[src/hw/rtl/smf_pkg.sv]
// smf_pkg: shared types and constants for the sensor mean and fault alarm block
// depends on nothing; used by every module under hw/rtl except smf_ram
package smf_pkg;

    localparam int SMF_MAX_SENSORS = 16;
    localparam int SMF_DATA_W      = 16;
    localparam int SMF_MASK_W      = 16;
    localparam int SMF_CNT_CFG_W   = 5;
    localparam int SMF_DEV_W       = 15;
    localparam int SMF_CFG_IDX_W   = 3;

    // register reset values, Q8.8 where signed
    localparam logic [SMF_CNT_CFG_W-1:0] SMF_TEMP_COUNT_RST = 5'd4;
    localparam logic [SMF_CNT_CFG_W-1:0] SMF_HUM_COUNT_RST  = 5'd4;
    localparam logic signed [SMF_DATA_W-1:0] SMF_TEMP_HIGH_RST = 16'sd7680;
    localparam logic signed [SMF_DATA_W-1:0] SMF_TEMP_LOW_RST  = 16'sd2560;
    localparam logic signed [SMF_DATA_W-1:0] SMF_HUM_HIGH_RST  = 16'sd15360;
    localparam logic signed [SMF_DATA_W-1:0] SMF_HUM_LOW_RST   = 16'sd10240;
    localparam logic [SMF_DEV_W-1:0] SMF_TEMP_DEV_RST = 15'd3840;
    localparam logic [SMF_DEV_W-1:0] SMF_HUM_DEV_RST  = 15'd5120;

    typedef enum logic [SMF_CFG_IDX_W-1:0] {
        CFG_TEMP_COUNT = 3'd0,
        CFG_HUM_COUNT  = 3'd1,
        CFG_TEMP_HIGH  = 3'd2,
        CFG_TEMP_LOW   = 3'd3,
        CFG_HUM_HIGH   = 3'd4,
        CFG_HUM_LOW    = 3'd5,
        CFG_TEMP_DEV   = 3'd6,
        CFG_HUM_DEV    = 3'd7
    } t_cfg_reg;

    // sequencer to lane control
    typedef struct packed {
        logic wr;   // store an incoming reading
        logic rd;   // issue a scan read
        logic chk;  // scan is the check pass, otherwise the sum pass
        logic clr;  // clear sum and fault mask
    } t_lane_ctl;

endpackage

[src/hw/rtl/sensor_mean_fault_alarm.sv]
// sensor_mean_fault_alarm: top level, sequencer, configuration registers, output register
// depends on smf_pkg, smf_lane, smf_ram and smf_div
//
//  channel  | signals                                   | transfers when
//  ---------+-------------------------------------------+-------------------------------
//  input    | i_in_valid, o_in_ready, item fields       | i_in_valid & o_in_ready
//  output   | o_out_valid, i_out_ready, result fields   | o_out_valid & i_out_ready
//  config   | i_cfg_we, i_cfg_idx, i_cfg_data           | i_cfg_we, no wait
//
// a store transaction leaves the block in idle, so it stays ready for the next item
// an evaluate transaction scans N entries per store, N the larger count, in these steps:
// one sum scan over both stores, two passes of the shared bit-serial divider, one check scan
// the read latency of the stores sets the scan length: one entry is read per cycle, and
// the scan ends once the last read has landed in the sum or the fault mask
// no clearing pass after reset: per-entry valid bits make unwritten entries read as zero
// a finished result waits in the output register; stores are taken meanwhile, and a
// following evaluate stalls only at its last step until the register is free
module sensor_mean_fault_alarm import smf_pkg::*; #(
    parameter int MAX_SENSORS = SMF_MAX_SENSORS
) (
    input  logic                         i_clk,
    input  logic                         i_rst_n,
    // input channel
    input  logic                         i_in_valid,
    output logic                         o_in_ready,
    input  logic                         i_action,
    input  logic                         i_is_humidity,
    input  logic [3:0]                   i_sensor_index,
    input  logic signed [SMF_DATA_W-1:0] i_reading,
    // output channel
    output logic                         o_out_valid,
    input  logic                         i_out_ready,
    output logic signed [SMF_DATA_W-1:0] o_mean_temp,
    output logic signed [SMF_DATA_W-1:0] o_mean_hum,
    output logic [SMF_MASK_W-1:0]        o_temp_fault_mask,
    output logic [SMF_MASK_W-1:0]        o_hum_fault_mask,
    output logic                         o_cooling_on,
    output logic                         o_cooling_off,
    output logic                         o_dehumidify_on,
    output logic                         o_humidify_on,
    // configuration port
    input  logic                         i_cfg_we,
    input  logic [SMF_CFG_IDX_W-1:0]     i_cfg_idx,
    input  logic [SMF_DATA_W-1:0]        i_cfg_data
);

    localparam int AW    = (MAX_SENSORS > 1) ? $clog2(MAX_SENSORS) : 1;
    localparam int CNT_W = $clog2(MAX_SENSORS + 1);
    localparam int SUM_W = SMF_DATA_W + $clog2(MAX_SENSORS);
    localparam int EW    = (CNT_W > SMF_CNT_CFG_W) ? CNT_W : SMF_CNT_CFG_W;
    localparam int IW    = (CNT_W > 4) ? CNT_W : 4;

    typedef enum logic [2:0] {
        S_IDLE,
        S_SUM,
        S_DIV_T,
        S_DIV_H,
        S_CHK,
        S_OUT
    } t_state;

    t_state r_state;

    // configuration registers
    logic [SMF_CNT_CFG_W-1:0]     r_temp_count;
    logic [SMF_CNT_CFG_W-1:0]     r_hum_count;
    logic signed [SMF_DATA_W-1:0] r_temp_high;
    logic signed [SMF_DATA_W-1:0] r_temp_low;
    logic signed [SMF_DATA_W-1:0] r_hum_high;
    logic signed [SMF_DATA_W-1:0] r_hum_low;
    logic [SMF_DEV_W-1:0]         r_temp_dev;
    logic [SMF_DEV_W-1:0]         r_hum_dev;

    // scan and evaluation state
    logic [CNT_W-1:0]             r_idx;
    logic                         r_rd_d;
    logic signed [SMF_DATA_W-1:0] r_mean_t;
    logic signed [SMF_DATA_W-1:0] r_mean_h;

    // output register
    logic                         r_o_valid;
    logic signed [SMF_DATA_W-1:0] r_o_mean_t;
    logic signed [SMF_DATA_W-1:0] r_o_mean_h;
    logic [SMF_MASK_W-1:0]        r_o_mask_t;
    logic [SMF_MASK_W-1:0]        r_o_mask_h;
    logic                         r_o_cool_on;
    logic                         r_o_cool_off;
    logic                         r_o_dehum_on;
    logic                         r_o_hum_on;

    logic                         w_in_acc;
    logic [CNT_W-1:0]             w_nt;
    logic [CNT_W-1:0]             w_nh;
    logic [CNT_W-1:0]             w_nmax;
    logic                         w_issue;
    logic                         w_scan_end;
    logic                         w_wr_ok;
    logic [AW-1:0]                w_wr_idx;
    t_lane_ctl                    w_ctl_t;
    t_lane_ctl                    w_ctl_h;
    logic signed [SUM_W-1:0]      w_sum_t;
    logic signed [SUM_W-1:0]      w_sum_h;
    logic [SMF_MASK_W-1:0]        w_mask_t;
    logic [SMF_MASK_W-1:0]        w_mask_h;
    logic                         w_div_start;
    logic signed [SUM_W-1:0]      w_div_num;
    logic [CNT_W-1:0]             w_div_den;
    logic                         w_div_done;
    logic signed [SMF_DATA_W-1:0] w_div_quot;
    logic                         w_out_free;
    logic                         w_res_load;

    // count of zero means one sensor, counts above the store depth are clamped
    function automatic logic [CNT_W-1:0] eff_count(input logic [SMF_CNT_CFG_W-1:0] c);
        logic [EW-1:0] v;
        v = EW'(c);
        if (v == '0) begin
            v = EW'(1);
        end else if (v > EW'(MAX_SENSORS)) begin
            v = EW'(MAX_SENSORS);
        end
        return v[CNT_W-1:0];
    endfunction

    assign w_nt   = eff_count(r_temp_count);
    assign w_nh   = eff_count(r_hum_count);
    assign w_nmax = (w_nt > w_nh) ? w_nt : w_nh;

    assign o_in_ready = (r_state == S_IDLE);
    assign w_in_acc   = i_in_valid & o_in_ready;

    // stores to an index at or above the count of its kind are dropped
    assign w_wr_ok  = w_in_acc & ~i_action &
                      (IW'(i_sensor_index) < IW'(i_is_humidity ? w_nh : w_nt));
    assign w_wr_idx = AW'(i_sensor_index);

    // both stores are scanned together at the same address
    assign w_issue    = ((r_state == S_SUM) || (r_state == S_CHK)) && (r_idx < w_nmax);
    assign w_scan_end = ~w_issue & ~r_rd_d;

    always_comb begin
        w_ctl_t.wr  = w_wr_ok & ~i_is_humidity;
        w_ctl_t.rd  = w_issue;
        w_ctl_t.chk = (r_state == S_CHK);
        w_ctl_t.clr = w_in_acc & i_action;
        w_ctl_h     = w_ctl_t;
        w_ctl_h.wr  = w_wr_ok & i_is_humidity;
    end

    smf_lane #(
        .MAX_SENSORS (MAX_SENSORS)
    ) u_lane_temp (
        .i_clk       (i_clk),
        .i_rst_n     (i_rst_n),
        .i_ctl       (w_ctl_t),
        .i_wr_idx    (w_wr_idx),
        .i_wr_data   (i_reading),
        .i_rd_idx    (r_idx[AW-1:0]),
        .i_count     (w_nt),
        .i_mean      (r_mean_t),
        .i_dev_limit (r_temp_dev),
        .o_sum       (w_sum_t),
        .o_mask      (w_mask_t)
    );

    smf_lane #(
        .MAX_SENSORS (MAX_SENSORS)
    ) u_lane_hum (
        .i_clk       (i_clk),
        .i_rst_n     (i_rst_n),
        .i_ctl       (w_ctl_h),
        .i_wr_idx    (w_wr_idx),
        .i_wr_data   (i_reading),
        .i_rd_idx    (r_idx[AW-1:0]),
        .i_count     (w_nh),
        .i_mean      (r_mean_h),
        .i_dev_limit (r_hum_dev),
        .o_sum       (w_sum_h),
        .o_mask      (w_mask_h)
    );

    // one divider, temperature mean first, humidity mean right after
    assign w_div_start = ((r_state == S_SUM) && w_scan_end) ||
                         ((r_state == S_DIV_T) && w_div_done);
    assign w_div_num   = (r_state == S_SUM) ? w_sum_t : w_sum_h;
    assign w_div_den   = (r_state == S_SUM) ? w_nt : w_nh;

    smf_div #(
        .SUM_W (SUM_W),
        .CNT_W (CNT_W)
    ) u_div (
        .i_clk      (i_clk),
        .i_rst_n    (i_rst_n),
        .i_start    (w_div_start),
        .i_dividend (w_div_num),
        .i_divisor  (w_div_den),
        .o_done     (w_div_done),
        .o_quot     (w_div_quot)
    );

    assign w_out_free = ~r_o_valid | i_out_ready;
    // a new result enters the output register in the same cycle the old one leaves
    assign w_res_load = (r_state == S_OUT) & w_out_free;

    always_ff @(posedge i_clk) begin
        if (!i_rst_n) begin
            r_state      <= S_IDLE;
            r_idx        <= '0;
            r_rd_d       <= 1'b0;
            r_o_valid    <= 1'b0;
            r_temp_count <= SMF_TEMP_COUNT_RST;
            r_hum_count  <= SMF_HUM_COUNT_RST;
            r_temp_high  <= SMF_TEMP_HIGH_RST;
            r_temp_low   <= SMF_TEMP_LOW_RST;
            r_hum_high   <= SMF_HUM_HIGH_RST;
            r_hum_low    <= SMF_HUM_LOW_RST;
            r_temp_dev   <= SMF_TEMP_DEV_RST;
            r_hum_dev    <= SMF_HUM_DEV_RST;
        end else begin
            // configuration writes take effect at once; keep them to idle periods
            if (i_cfg_we) begin
                case (t_cfg_reg'(i_cfg_idx))
                    CFG_TEMP_COUNT: r_temp_count <= i_cfg_data[SMF_CNT_CFG_W-1:0];
                    CFG_HUM_COUNT:  r_hum_count  <= i_cfg_data[SMF_CNT_CFG_W-1:0];
                    CFG_TEMP_HIGH:  r_temp_high  <= $signed(i_cfg_data);
                    CFG_TEMP_LOW:   r_temp_low   <= $signed(i_cfg_data);
                    CFG_HUM_HIGH:   r_hum_high   <= $signed(i_cfg_data);
                    CFG_HUM_LOW:    r_hum_low    <= $signed(i_cfg_data);
                    CFG_TEMP_DEV:   r_temp_dev   <= i_cfg_data[SMF_DEV_W-1:0];
                    CFG_HUM_DEV:    r_hum_dev    <= i_cfg_data[SMF_DEV_W-1:0];
                    default: ;
                endcase
            end

            // scan address counter and read-data tracking
            r_rd_d <= w_issue;
            if (w_issue) begin
                r_idx <= r_idx + 1'b1;
            end

            if (w_res_load) begin
                r_o_valid <= 1'b1;
            end else if (o_out_valid && i_out_ready) begin
                r_o_valid <= 1'b0;
            end

            case (r_state)
                S_IDLE: begin
                    if (w_in_acc && i_action) begin
                        r_idx   <= '0;
                        r_state <= S_SUM;
                    end
                end
                S_SUM: begin
                    // the scan ends once the last read has been added to the sums
                    if (w_scan_end) begin
                        r_state <= S_DIV_T;
                    end
                end
                S_DIV_T: begin
                    if (w_div_done) begin
                        r_mean_t <= w_div_quot;
                        r_state  <= S_DIV_H;
                    end
                end
                S_DIV_H: begin
                    if (w_div_done) begin
                        r_mean_h <= w_div_quot;
                        r_idx    <= '0;
                        r_state  <= S_CHK;
                    end
                end
                S_CHK: begin
                    // read of entry i overlaps write-back of entry i-1, never the same entry
                    if (w_scan_end) begin
                        r_state <= S_OUT;
                    end
                end
                S_OUT: begin
                    // alarms compare the means taken before any replacement
                    if (w_out_free) begin
                        r_o_mean_t   <= r_mean_t;
                        r_o_mean_h   <= r_mean_h;
                        r_o_mask_t   <= w_mask_t;
                        r_o_mask_h   <= w_mask_h;
                        r_o_cool_on  <= (r_mean_t > r_temp_high);
                        r_o_cool_off <= (r_mean_t < r_temp_low);
                        r_o_dehum_on <= (r_mean_h > r_hum_high);
                        r_o_hum_on   <= (r_mean_h < r_hum_low);
                        r_state      <= S_IDLE;
                    end
                end
                default: begin
                    r_state <= S_IDLE;
                end
            endcase
        end
    end

    assign o_out_valid       = r_o_valid;
    assign o_mean_temp       = r_o_mean_t;
    assign o_mean_hum        = r_o_mean_h;
    assign o_temp_fault_mask = r_o_mask_t;
    assign o_hum_fault_mask  = r_o_mask_h;
    assign o_cooling_on      = r_o_cool_on;
    assign o_cooling_off     = r_o_cool_off;
    assign o_dehumidify_on   = r_o_dehum_on;
    assign o_humidify_on     = r_o_hum_on;

endmodule

[src/hw/rtl/smf_ram.sv]
// smf_ram: generic simple dual port ram, one write and one registered read port
// depends on nothing
module smf_ram #(
    parameter int WIDTH = 16,
    parameter int DEPTH = 16,
    localparam int AW = (DEPTH > 1) ? $clog2(DEPTH) : 1
) (
    input  logic             i_clk,
    input  logic             i_we,
    input  logic [AW-1:0]    i_waddr,
    input  logic [WIDTH-1:0] i_wdata,
    input  logic             i_re,
    input  logic [AW-1:0]    i_raddr,
    output logic [WIDTH-1:0] o_rdata
);

    logic [WIDTH-1:0] r_mem [DEPTH];
    logic [WIDTH-1:0] r_rdata;

    always_ff @(posedge i_clk) begin
        if (i_we) begin
            r_mem[i_waddr] <= i_wdata;
        end
        if (i_re) begin
            r_rdata <= r_mem[i_raddr];
        end
    end

    assign o_rdata = r_rdata;

endmodule

[src/hw/rtl/smf_div.sv]
// smf_div: signed by unsigned restoring divider, one quotient bit per cycle
// depends on smf_pkg
module smf_div import smf_pkg::*; #(
    parameter int SUM_W = 20,
    parameter int CNT_W = 5
) (
    input  logic                         i_clk,
    input  logic                         i_rst_n,
    input  logic                         i_start,
    input  logic signed [SUM_W-1:0]      i_dividend,
    input  logic [CNT_W-1:0]             i_divisor,
    output logic                         o_done,
    output logic signed [SMF_DATA_W-1:0] o_quot
);

    localparam int STEP_W = $clog2(SUM_W + 1);

    logic [SUM_W-1:0]  r_q;
    logic [CNT_W-1:0]  r_rem;
    logic [CNT_W-1:0]  r_dvs;
    logic              r_neg;
    logic              r_busy;
    logic              r_done;
    logic [STEP_W-1:0] r_step;

    logic [CNT_W:0]    w_trial;
    logic              w_fit;
    logic [CNT_W:0]    w_diff;
    logic [SUM_W-1:0]  w_mag;
    logic [SUM_W-1:0]  w_res;

    // truncation toward zero: divide magnitudes, then restore the sign
    assign w_mag   = i_dividend[SUM_W-1] ? (~i_dividend + 1'b1) : i_dividend;
    assign w_trial = {r_rem, r_q[SUM_W-1]};
    assign w_fit   = (w_trial >= {1'b0, r_dvs});
    assign w_diff  = w_trial - {1'b0, r_dvs};
    assign w_res   = r_neg ? (~r_q + 1'b1) : r_q;

    always_ff @(posedge i_clk) begin
        if (!i_rst_n) begin
            r_busy <= 1'b0;
            r_done <= 1'b0;
            r_step <= '0;
        end else begin
            r_done <= 1'b0;
            if (i_start) begin
                r_q    <= w_mag;
                r_rem  <= '0;
                r_dvs  <= i_divisor;
                r_neg  <= i_dividend[SUM_W-1];
                r_step <= '0;
                r_busy <= 1'b1;
            end else if (r_busy) begin
                r_q   <= {r_q[SUM_W-2:0], w_fit};
                r_rem <= w_fit ? w_diff[CNT_W-1:0] : w_trial[CNT_W-1:0];
                r_step <= r_step + 1'b1;
                if (r_step == STEP_W'(SUM_W - 1)) begin
                    r_busy <= 1'b0;
                    r_done <= 1'b1;
                end
            end
        end
    end

    assign o_done = r_done;
    assign o_quot = w_res[SMF_DATA_W-1:0];

endmodule

[src/hw/rtl/smf_lane.sv]
// smf_lane: reading store of one sensor kind with sum and deviation check stages
// depends on smf_pkg and smf_ram
module smf_lane import smf_pkg::*; #(
    parameter int MAX_SENSORS = SMF_MAX_SENSORS,
    localparam int AW    = (MAX_SENSORS > 1) ? $clog2(MAX_SENSORS) : 1,
    localparam int CNT_W = $clog2(MAX_SENSORS + 1),
    localparam int SUM_W = SMF_DATA_W + $clog2(MAX_SENSORS)
) (
    input  logic                         i_clk,
    input  logic                         i_rst_n,
    input  t_lane_ctl                    i_ctl,
    input  logic [AW-1:0]                i_wr_idx,
    input  logic signed [SMF_DATA_W-1:0] i_wr_data,
    input  logic [AW-1:0]                i_rd_idx,
    input  logic [CNT_W-1:0]             i_count,
    input  logic signed [SMF_DATA_W-1:0] i_mean,
    input  logic [SMF_DEV_W-1:0]         i_dev_limit,
    output logic signed [SUM_W-1:0]      o_sum,
    output logic [SMF_MASK_W-1:0]        o_mask
);

    logic [MAX_SENSORS-1:0]         r_vld;
    logic                           r_p_vld;
    logic [AW-1:0]                  r_p_idx;
    logic                           r_p_ok;
    logic signed [SUM_W-1:0]        r_sum;
    logic [SMF_MASK_W-1:0]          r_mask;

    logic [SMF_DATA_W-1:0]          w_rdata;
    logic signed [SMF_DATA_W-1:0]   w_data;
    logic                           w_in_use;
    logic signed [SMF_DATA_W:0]     w_dev;
    logic [SMF_DATA_W:0]            w_abs;
    logic                           w_fix;
    logic                           w_we;
    logic [AW-1:0]                  w_waddr;
    logic [SMF_DATA_W-1:0]          w_wdata;

    // entries never written read as zero
    assign w_data   = r_p_ok ? $signed(w_rdata) : '0;
    assign w_in_use = (CNT_W'(r_p_idx) < i_count);
    assign w_dev    = (SMF_DATA_W+1)'(w_data) - (SMF_DATA_W+1)'(i_mean);
    assign w_abs    = w_dev[SMF_DATA_W] ? (SMF_DATA_W+1)'(-w_dev) : (SMF_DATA_W+1)'(w_dev);
    assign w_fix    = r_p_vld & i_ctl.chk & w_in_use &
                      (w_abs > (SMF_DATA_W+1)'(i_dev_limit));

    // external stores and mean write-back never coincide
    assign w_we    = i_ctl.wr | w_fix;
    assign w_waddr = i_ctl.wr ? i_wr_idx : r_p_idx;
    assign w_wdata = i_ctl.wr ? i_wr_data : i_mean;

    smf_ram #(
        .WIDTH (SMF_DATA_W),
        .DEPTH (MAX_SENSORS)
    ) u_ram (
        .i_clk   (i_clk),
        .i_we    (w_we),
        .i_waddr (w_waddr),
        .i_wdata (w_wdata),
        .i_re    (i_ctl.rd),
        .i_raddr (i_rd_idx),
        .o_rdata (w_rdata)
    );

    always_ff @(posedge i_clk) begin
        if (!i_rst_n) begin
            r_vld   <= '0;
            r_p_vld <= 1'b0;
            r_sum   <= '0;
            r_mask  <= '0;
        end else begin
            r_p_vld <= i_ctl.rd;
            if (i_ctl.rd) begin
                r_p_idx <= i_rd_idx;
                r_p_ok  <= r_vld[i_rd_idx];
            end
            if (w_we) begin
                r_vld[w_waddr] <= 1'b1;
            end
            if (i_ctl.clr) begin
                r_sum  <= '0;
                r_mask <= '0;
            end else begin
                if (r_p_vld && !i_ctl.chk && w_in_use) begin
                    r_sum <= r_sum + SUM_W'(w_data);
                end
                // sensors above fifteen have no mask bit; the shift drops them
                if (w_fix) begin
                    r_mask <= r_mask | (SMF_MASK_W'(1) << r_p_idx);
                end
            end
        end
    end

    assign o_sum  = r_sum;
    assign o_mask = r_mask;

endmodule

[config.mk]
export PLATFORM = sky130hd
export DESIGN_NAME = sensor_mean_fault_alarm
export DESIGN_NICKNAME = d
export VERILOG_FILES = /design/src/hw/rtl/smf_pkg.sv /design/src/hw/rtl/sensor_mean_fault_alarm.sv /design/src/hw/rtl/smf_ram.sv /design/src/hw/rtl/smf_div.sv /design/src/hw/rtl/smf_lane.sv
export SDC_FILE = /design/constraint.sdc
export NUM_CORES = 1
export LEC_CHECK = 0
export ABC_AREA = 0
export BUFFER_PORTS_ARGS = -buffer_cell sky130_fd_sc_hd__buf_2
export CAP_MARGIN = 15
export CORE_MARGIN = 10
export CORE_UTILIZATION = 60
export CTS_BUF_LIST = sky130_fd_sc_hd__clkbuf_8 sky130_fd_sc_hd__clkbuf_16
export DETAILED_ROUTE_END_ITERATION = 7
export PLACE_DENSITY = 0.77
export SYNTH_ARGS = -nofsm -noshare
export SYNTH_HDL_FRONTEND = slang
export SYNTH_SLANG_ARGS = --single-unit
[constraint.sdc]
create_clock -name i_clk -period 13.1 [get_ports i_clk]
set_clock_uncertainty 0.2 [all_clocks]
set_input_delay 2.62 -clock i_clk [delete_from_list [all_inputs] [get_ports i_clk]]
set_output_delay 2.62 -clock i_clk [all_outputs]
set_load 0.05 [all_outputs]
Yosys cells after proc, flatten, opt, wreduce, memory -nomap -nowiden. Memories as Yosys holds them, arrays and structs flattened. A register that Yosys moved wholly into a read port is not among the register bits. Index checks and enable logic that the tools add are counted.

Register bits after elaboration: 362. Bits in latches: 0. Memory bits (writable): 512. Bits in read-only memories: 0. Input port bits: 46. Output and inout port bits: 70. Memories kept: 2.

$add $sub $neg: 11. Multipliers: 0. Div/mod/pow operators: 0. Magnitude comparators: 19. Equal/unequal tests: 19. Shift-type cells: 1. Muxes and demuxes: 51. Bitwise gates (word level): 29. Reduce and logical (&&, ||, !) cells: 37.

Memories: u_lane_hum.u_ram.r_mem (words 16, width 16, rd ports 1, clocked after Yosys merged registers in 1, write ports 1, RTL line smf_ram.sv:17) `logic [WIDTH-1:0] r_mem [DEPTH];`; u_lane_temp.u_ram.r_mem (words 16, width 16, rd ports 1, clocked after Yosys merged registers in 1, write ports 1, RTL line smf_ram.sv:17).

Operators by type and width (number): two-way mux 16 bit (5); two-way mux 20 bit (4); OR 16 bit (4); two-way mux 5 bit (12); adder 20 x 16 -> 20 bit (2); greater-than comparator 17 x 15 -> 1 bit (2); two-way mux 17 bit (2); negation 17 bit (2); subtractor 16 x 16 -> 17 bit (2); greater-than comparator 16 bit (2); < comparator 16 bit (2); AND reduction 2 bit (11); adder 20 x 1 -> 20 bit, second input constant (1); inverter 20 bit (1); == test 3 bit, second input constant (6); two-way mux 3 bit (6); one-hot mux 3 bit (6 select lines) (1); adder 16 x 1 -> 16 bit, second input constant (1); inverter 16 bit (1); << shifter 1 x 4 -> 16 bit, first input constant (1); < comparator 4 x 5 -> 1 bit (3); < comparator 4 x 5 -> 1 bit, second input constant (3); two-way mux 1 bit (14); AND 1 bit (13); other kinds (28) (66).

Logic depth before layout (Yosys ltp).
Word-level depth: 13. Depth in mapped cells: 29.

Cells and area by module. From an unflattened synthesis, not the netlist that was laid out.

Cells, all modules: 3432. Area, all modules: 43150.1 µm².

By module, submodules not included: smf_ram (u_lane_temp.u_ram) (instances 1, cells each 432, area an instance 10203.5 µm², sequential area each 8167.8 µm²); smf_ram (u_lane_hum.u_ram) (instances 1, cells each 432, area an instance 10202.3 µm², sequential area each 8167.8 µm²); sensor_mean_fault_alarm (instances 1, cells each 955, area an instance 9818.2 µm², sequential area each 5285.1 µm²); smf_lane (u_lane_hum) (instances 1, cells each 692, area an instance 5208.7 µm², sequential area each 1211.2 µm²); smf_lane (u_lane_temp) (instances 1, cells each 654, area an instance 5161.2 µm², sequential area each 1211.2 µm²); smf_div (instances 1, cells each 267, area an instance 2556.2 µm², sequential area each 1071.0 µm²).

Worst setup path before layout. OpenSTA, ideal clock, no wires.

Kind: input port to flip-flop. Start: input i_rst_n. End: register r_o_cool_off (netlist: o_cooling_off) (enable). Arrival time: 6077 ps. Data required time: 12406 ps. Slack: 6329 ps. Cell stages on the path: 4. Path buffers: 2. Path through: clkbuf_1 clkbuf_1 nand2_1 nor2_1.

Longest elaborated chain between the ends: 1.

Ends and longest elaborated chain: from (decl) (RTL line sensor_mean_fault_alarm.sv:22) `input logic i_rst_n,`; AND reduction 3 bit (no line); to (signal assigned) (RTL line sensor_mean_fault_alarm.sv:287) `r_o_cool_off <= (r_mean_t < r_temp_low);`; to (decl) (RTL line sensor_mean_fault_alarm.sv:87) `logic r_o_cool_off;`.

No other way between the ends. A chain may end at the register's enable or synchronous reset.

Worst setup path in the final report.
Start: register u_lane_hum.r_p_ok. End: memory u_lane_hum.u_ram.r_mem[14][13] (enable).

Longest elaborated chain between the ends: 9.

Ends and longest elaborated chain: from (decl) (RTL line smf_lane.sv:25) `logic r_p_ok;`; from (signal assigned) (RTL line smf_lane.sv:75) `r_p_ok <= r_vld[i_rd_idx];`; two-way mux 16 bit * (RTL line smf_lane.sv:40) `assign w_data = r_p_ok ? $signed(w_rdata) : '0;`; subtractor 16 x 16 -> 17 bit * (RTL line smf_lane.sv:42) `assign w_dev = (SMF_DATA_W+1)'(w_data) - (SMF_DATA_W+1)'(i_mean);`; negation 17 bit (RTL line smf_lane.sv:43) `assign w_abs = w_dev[SMF_DATA_W] ? (SMF_DATA_W+1)'(-w_dev) : (SMF_DATA_W+1)'(w_dev);`; two-way mux 17 bit * (RTL line smf_lane.sv:43); greater-than comparator 17 x 15 -> 1 bit * (RTL line smf_lane.sv:45) `(w_abs > (SMF_DATA_W+1)'(i_dev_limit));`; AND 1 bit * (RTL line smf_lane.sv:44) `assign w_fix = r_p_vld & i_ctl.chk & w_in_use &`; OR 1 bit * (RTL line smf_lane.sv:48) `assign w_we = i_ctl.wr | w_fix;`; two-way mux 1 bit * (RTL line smf_ram.sv:21) `if (i_we) begin`; two-way mux 1 bit (not written as such) * (RTL line smf_ram.sv:22) `r_mem[i_waddr] <= i_wdata;`; to (decl) (RTL line smf_ram.sv:17).

Mark *: on every way between the ends. The rest lies on a longest branch, timed or not.

==> impl_metrics.ini <==
[run_status]
outcome = finished, final reports clean

[synthesis]
ys_types = 96
synth_top_family_by_area = multiplexers
yosysTopAreaCellShare = 0.4832
syn_inst = 3300
synth_edf_count = 681
synth-main-ff-cell = edfxtp_1
ys_warn_count = 0
synth.top_cells.by_count = edfxtp_1 (681), nand2_1 (388), a21oi_1 (250), dfxtp_1 (225), ha_1 (179)
synth-xor-area-share = 0.02483
synth.avg_cell_area_sq_um = 12.83
synth_compound_area_frac = 0.09788
synth.most_common_cell = edfxtp_1
synthSimpleGateAreaFrac = 0.09581
synthMuxAreaShare = 0.1058
synth-seq-cells = 906
async_reset_ff_frac = 0
synth_nets = 3530
yosysTopAreaCell = edfxtp_1
netlist_area_sq_um = 42320
synth_area_leaders = edfxtp_1 (48%), dfxtp_1 (11%), mux4_2 (9.0%), ha_1 (5.3%), nand2_1 (3.4%)
synth_fa_ha_area_frac = 0.05650
synth_seq_area_share = 0.5896

[place]
gp_congestion = 0.9364
port_buffers = 115
post-dp-hpwl_mm = 78.90
place_area_sq_um = 44180

[cts]
clk_transition_reported_paths_ps = 60
post_cts_buffers = 0
htreeDepth = 3
root_buffer = clkbuf_16
cts_resized = 0
cts_tree = done
hold_buffers = 0
cts.sinks = 906
clkLatencyLatePin_ps = 670
clk_path_buf_depth = 3
cts_made_buffers = 90

[power]
powerDensity_nw_per_um2 = 142.7
p_leak_nw = 16.35
vdd_drop_max_v = 0.0001365
p_total_mw = 6.735

[die]
design.core.area_sq_um = 70030
rows = 97
start_util = 0.6044
fp.dieArea_sq_um = 81560
die_w_microns = 285.6
die_h_microns = 285.6
top_level_ports = 116

[finish]
area_growth_pct = 11.50
num-nets-final = 3659
final_cell_area_sq_um = 47190
layout-drive-gt1-share = 0.1700

[job]
cap_violations = 0

[global_routing]
grtUsageTotal = 0.2801
antenna_found_initial = 10
gr-total-overflow = 0
grt_pass1_vias = 28550
grt_pass1_wl_mm = 174.8
grt_start_max_net_pins = 79

[detailed_routing]
wirelength_mm = 115.7
drc_errors = 0
firstDrtPassIters = 6
ant_nets = 0
wl_per_cell_microns = 26.05
via_count = 28690
drt_iter0_markers = 3339
via_per_inst = 6.459

[sta]
fin_crit_sh = 0.6221
grt_setup_unrepaired = false
fin_crit_ps = 8149
tightest_slew_ps = 1189
fin_setup_tns_ps = 0
slew-limit-headroom = 0.2033
hold_viol = 0
fin_hold_ws_ps = 214.3
max_freq_mhz = 122.7
finalMaxSlewViolations = 0
final-setup-viol-count = 0

[worst_setup_path]
worstPathArrival_ps = 8230
critPathMaxFanout = 26
end_kind = flop
start_kind = flop
critPathKind = flop to flop
critPathRequiredTime_ps = 13180

[worst_hold_path]
hold_class = flop to flop
cells in the final DEF, fill, tap and decap left out, types with 8 or more instances in the layout:
cell | netlist | layout
a21o_1 | 47 | 47
o21ai_1 | 9 | 10
buf_4 | 1 | 70
or4_1 | 8 | 8
nor2b_1 | 31 | 31
nand2b_1 | 35 | 35
and2_1 | 46 | 46
a31oi_1 | 26 | 25
and3_1 | 20 | 20
a211oi_1 | 19 | 18
inv_1 | 173 | 195
nor4_1 | 20 | 20
nor2_2 | 1 | 9
o21ai_0 | 136 | 134
clkbuf_16 | 0 | 91
mux2i_1 | 40 | 40
edfxtp_1 | 681 | 681
nor3_1 | 37 | 36
nor2_1 | 157 | 147
clkinv_1 | 2 | 10
or2_2 | 11 | 11
xor2_1 | 30 | 30
nand3_1 | 35 | 35
a21oi_1 | 250 | 228
mux2_2 | 22 | 22
mux4_2 | 170 | 170
nand4_1 | 17 | 17
or3_1 | 14 | 14
o211ai_1 | 31 | 31
a21oi_2 | 2 | 23
o21a_1 | 44 | 44
dfxtp_1 | 225 | 221
buf_2 | 8 | 116
nand2_1 | 388 | 388
clkinv_2 | 0 | 16
o31ai_1 | 13 | 13
ha_1 | 179 | 179
xnor2_1 | 90 | 90
worst max-delay path, cell delays in order, from the launching register on:
cell and delay [ps]:
edfxtp_1 850, nand2_1 190, ha_1 240, inv_1 70
fa_1 210, a21o_1 130, maj3_2 210, a221oi_2 90
a2111oi_0 550, o21ai_1 180, a31oi_1 910, a21oi_1 130
xor2_1 200, ha_1 300, and4_1 220, nand4_1 140
a21oi_1 140, o221ai_1 220, a311oi_1 470, o211ai_1 240
nand3b_1 770, a21oi_2 1060
layout make-up:
type	instances	area [sq um]
multi-input combinational	2066	16290
inverter	175	656.9
clock buffer	95	2332
sequential	906	24960
clock inverter	67	603.1
antenna	3	7.507
fill	4765	22840
tap	940	1176
timing repair buffer	190	1159
routing by layer:
layer  wire [microns]  track usage
met5               53            0
met4             5689       0.1230
met3            11100      0.06493
met2            54730       0.4578
met1            44130       0.3552
power breakdown:
group	internal (mW)	switching [mW]
logic	0.390	0.577
clock network	1.43	1.12
registers	3.16	0.0585
total	4.98	1.75
cell families (layout without fill, tap and decap cells):
family	Yosys count	in the layout
other cells	0	3
xor+xnor	120	120
fa+ha+maj	189	189
flops	906	906
mux	232	232
buf+inv	328	527
compound gates	666	666
simple gates	859	859
per-stage QoR:
stage               cells  setup slack, ps  utilization
finish               4442             4951       0.6739
global route         4439             4348       0.6737
CTS                  4433             5107       0.6728
detailed placement   4271             5136       0.6309
global placement     4269             5414       0.6307
floorplan            3300             6329            -
worst paths after layout:
path	startpoint	endpoint	cells past startpoint	slack, ps
setup / recovery	u_lane_hum.r_p_ok	u_lane_hum.u_ram.r_mem[14][13]	21	4950
hold / removal	u_lane_temp.o_mask[5]	o_temp_fault_mask[5]	0	210
setup reg to reg	u_lane_hum.r_p_ok	u_lane_hum.u_ram.r_mem[14][13]	21	4950
hold reg to reg	u_lane_temp.o_mask[5]	o_temp_fault_mask[5]	0	210
registers in the layout (all words and copies together), names as in the netlist, 20 cells and up:
signal	count
u_lane_temp.u_ram.r_mem	256
u_div.r_q	20
u_lane_temp.o_sum	20
u_lane_hum.o_sum	20
u_lane_hum.u_ram.r_mem	256
No activity file was read; power rests on OpenSTA's default activity.
